<file path="config.mk">
export PLATFORM = sky130hd
export DESIGN_NAME = etrf_dly
export DESIGN_NICKNAME = d
export VERILOG_FILES = /design/src/hw/rtl/etrf_dly.sv
export SDC_FILE = /design/constraint.sdc
export NUM_CORES = 1
export LEC_CHECK = 0
export BUFFER_PORTS_ARGS = -buffer_cell sky130_fd_sc_hd__buf_4
export CAP_MARGIN = 10
export CORE_AREA = 2 2 39 41
export DETAILED_ROUTE_END_ITERATION = 7
export DIE_AREA = 0 0 41 43
export SYNTH_ARGS = -nofsm -noshare
export SYNTH_HDL_FRONTEND = slang
export SYNTH_SLANG_ARGS = --single-unit
</file>
<file path="constraint.sdc">
create_clock -name clk -period 0.95 [get_ports clk]
set_input_delay 0.19 -clock clk [delete_from_list [all_inputs] [get_ports clk]]
set_output_delay 0.19 -clock clk [all_outputs]
set_load 0.02 [all_outputs]
</file>
<file path="src/hw/rtl/etrf_dly.sv">
`default_nettype none
module etrf_dly #(
	parameter int W = 8,
	parameter int N = 2
) (
	input  wire logic         clk,
	input  wire logic [W-1:0] d,
	output logic      [W-1:0] q
);

	logic [W-1:0] sh_q [N];

	always_ff @(posedge clk) begin
		sh_q[0] <= d;
		for (int i = 1; i < N; i++) begin
			sh_q[i] <= sh_q[i-1];
		end
	end

	assign q = sh_q[N-1];

endmodule
`default_nettype wire

</file>
Word level (Yosys, flattened, before mapping)
Memories as Yosys holds them, arrays and structs flattened.
Index checks and enable logic that the tools add are counted.
Word-level totals
  memories: 1
  output and inout bits: 8
  word-level logic and storage cells: 1
  RAM bits: 16
  bits in registers: 0
Memories
  sh_q: words 2, bits a word 8, rd ports 2, clocked after memory_dff 0, write ports 2, line 11  | logic [W-1:0] sh_q [N];

Logic depth before layout (Yosys ltp)
  depth in word-level cells: 0
  mapped depth: 1
  depth with buffers taken out: 0

Worst setup path after synthesis
OpenSTA, ideal clock, no wires.
  path type: flip-flop to output port
  start: memory sh_q[1][0], in the netlist sh_q[0][8]
  end: output q[0]
  path slack: 0.344 ns
  buffers on the path: 1
  stages on the path, launching flop included: 2
  required time: 0.760 ns
  arrival time: 0.416 ns
  cells stage by stage: dfxtp_1 -> buf_4
RTL lines
  start: declaration: line 11
  end: declaration: line 8  | output logic [W-1:0] q

==> impl_metrics.env <==
export IMPL_die_area_um2=1760
export IMPL_grtUsageTotal_pct=5.58
export IMPL_hold_worst_slack_ns=0.330
export IMPL_syn_area_per_cell_um2=15.8
export IMPL_ys_warn_count=0
export IMPL_worst_pin_slew_ns=0.0836
export IMPL_syn_to_final_growth_pct=55.6
export IMPL_antenna_found_initial=0
export IMPL_start_util_pct=27.5
export IMPL_ir_drop_mv=0.480
export IMPL_fin_area_um2=592
export IMPL_synthesis_area_um2=380
export IMPL_antenna_left=0
export IMPL_post_cts_buffers=0
export IMPL_drt_iter0_markers=2
export IMPL_arrival_ns=0.72
export IMPL_io_pins=17
export IMPL_cts_tree="yes"
export IMPL_die_h_um=43
export IMPL_post_drt_wl_per_cell_um=8.03
export IMPL_status="finished, final reports clean"
export IMPL_synth_seq_cells=16
export IMPL_place_congestion=0.576
export IMPL_place_ws_ns=0.335
export IMPL_multi_input_area_um2=0
export IMPL_mostFrequentLayoutCells="13 x buf_4, 13 x dfxtp_1, 8 x dlygate4sd3_1"
export IMPL_cts_made_buffers=3
export IMPL_critical_path_class="flip-flop to output pin"
export IMPL_yosysTopAreaCell="dfxtp_1"
export IMPL_cp_cell_sequence="buf_4"
export IMPL_syn_nets=33
export IMPL_worstPathRequired_ns=0.76
export IMPL_crit_family="flip-flops"
export IMPL_slew_viol_final=0
export IMPL_routed_via_density=3.33
export IMPL_regMostFlops="sh_q"
export IMPL_fmax_ghz=1.10
export IMPL_finalHoldViolations=0
export IMPL_final_util_pct=42.8
export IMPL_post_route_min_period_ns=0.912
export IMPL_clock_skew_ns=0.00143
export IMPL_overflow=0
export IMPL_worst_setup_path_end_kind="output pin"
export IMPL_max_stage_delay_ns=0.31
export IMPL_port_buffers=16
export IMPL_crit_buf_inv=1
export IMPL_relSlewSlack_pct=94.4
export IMPL_grt_pass1_wl_um=538
export IMPL_finalNetCount=54
export IMPL_netlist_area_leader_share_pct=84.2
export IMPL_largest_reg_flops=16
export IMPL_clkSinkCount=16
export IMPL_power_leakage_uw=0.000270
export IMPL_ctsLongestPathBuffers=2
export IMPL_clock_insertion_delay_worst_skew_ns=0.27
export IMPL_drc=0
export IMPL_dr_pass1_iters=2
export IMPL_vias=200
export IMPL_reg_largest_list="sh_q: 16 flops"
export IMPL_antenna_cells=0
export IMPL_ys_seq_area_share_pct=84.2
export IMPL_drive_gt1_share_pct=52.3
export IMPL_setup_slack_ns=0.0382
export IMPL_routed_wl_um=482
export IMPL_core_um2=1380
export IMPL_min_delay_path_class="flip-flop to flip-flop"
export IMPL_finalSetupViolations=0
export IMPL_place_area_um2=460
export IMPL_row_count=14
export IMPL_clkTransAtPathRegs_ns=0.08
export IMPL_crit_fanout=1
export IMPL_ys_types=2
export IMPL_synth_area_leaders="dfxtp_1 84%, buf_4 16%"
export IMPL_grt_start_max_net_pins=10
export IMPL_startpoint_type="flip-flop"
export IMPL_p_per_area_nw_per_um2=2090
export IMPL_num_multi_input_gates=0
export IMPL_fin_crit_sh_pct=96.0
export IMPL_cap_violations=0
export IMPL_cts_root_buf="clkbuf_4"
export IMPL_htreeDepth=1
export IMPL_slowest_stage="dfxtp_1"
export IMPL_die_w_um=41
export IMPL_synthCells=24
export IMPL_grt_pass1_vias=146
kinds of logic (layout without fill, tap and decap cells):
family   after synthesis  count (layout)  share of synthesized area [%]
buf+inv                8              28                           15.8
flops                 16              16                           84.2
synthesized netlist by cell type:
library cell / instances
dfxtp_1: 16
buf_4: 8
metrics by stage:
stage | power, uW | cells | TNS (ns)
2_1_floorplan | 776 | 24 | 0
3_3_place_gp | 802 | 48 | 0
3_5_place_dp | 805 | 48 | 0
4_1_cts | 1220 | 52 | 0
5_1_grt | 1300 | 60 | -0.00335
6_report | 1240 | 60 | 0
layout make-up:
class	count	area, um^2
Clock buffer	4	36.3
Fill cell	130	792
Sequential cell	16	324
Tap cell	16	20.0
Timing Repair Buffer	24	211
path summary, 6_finish.rpt:
kind | startpoint | endpoint | slack [ns] | depth (start not counted)
worst max-delay path | sh_q[0][8]$_DFF_P_ | q[0] | 0.04 | 1
worst min-delay path | sh_q[0][5]$_DFF_P_ | sh_q[0][13]$_DFF_P_ | 0.33 | 0
worst max register to register | sh_q[0][6]$_DFF_P_ | sh_q[0][14]$_DFF_P_ | 0.55 | 0
worst min register to register | sh_q[0][5]$_DFF_P_ | sh_q[0][13]$_DFF_P_ | 0.33 | 0
report_power, final:
group,total (uW),internal [uW],switching [uW]
combinational,105,67.2,37.3
clock,417,233,185
sequential,716,707,8.56
repair_timing:
item	CTS	global route
gates resized for setup	0	6
setup endpoints to repair	0	3
endpoints found under the hold margin	0	8
hold buffers	0	8
layer usage:
layer	up-vias	track usage [%]	routed length, um
met2	8	6.25	276
met4	0	10.0	0
met1	89	4.65	174
met3	0	3.14	32
met5	-	0	0
li1	103	-	-
Power figures use the tool's default switching activity.
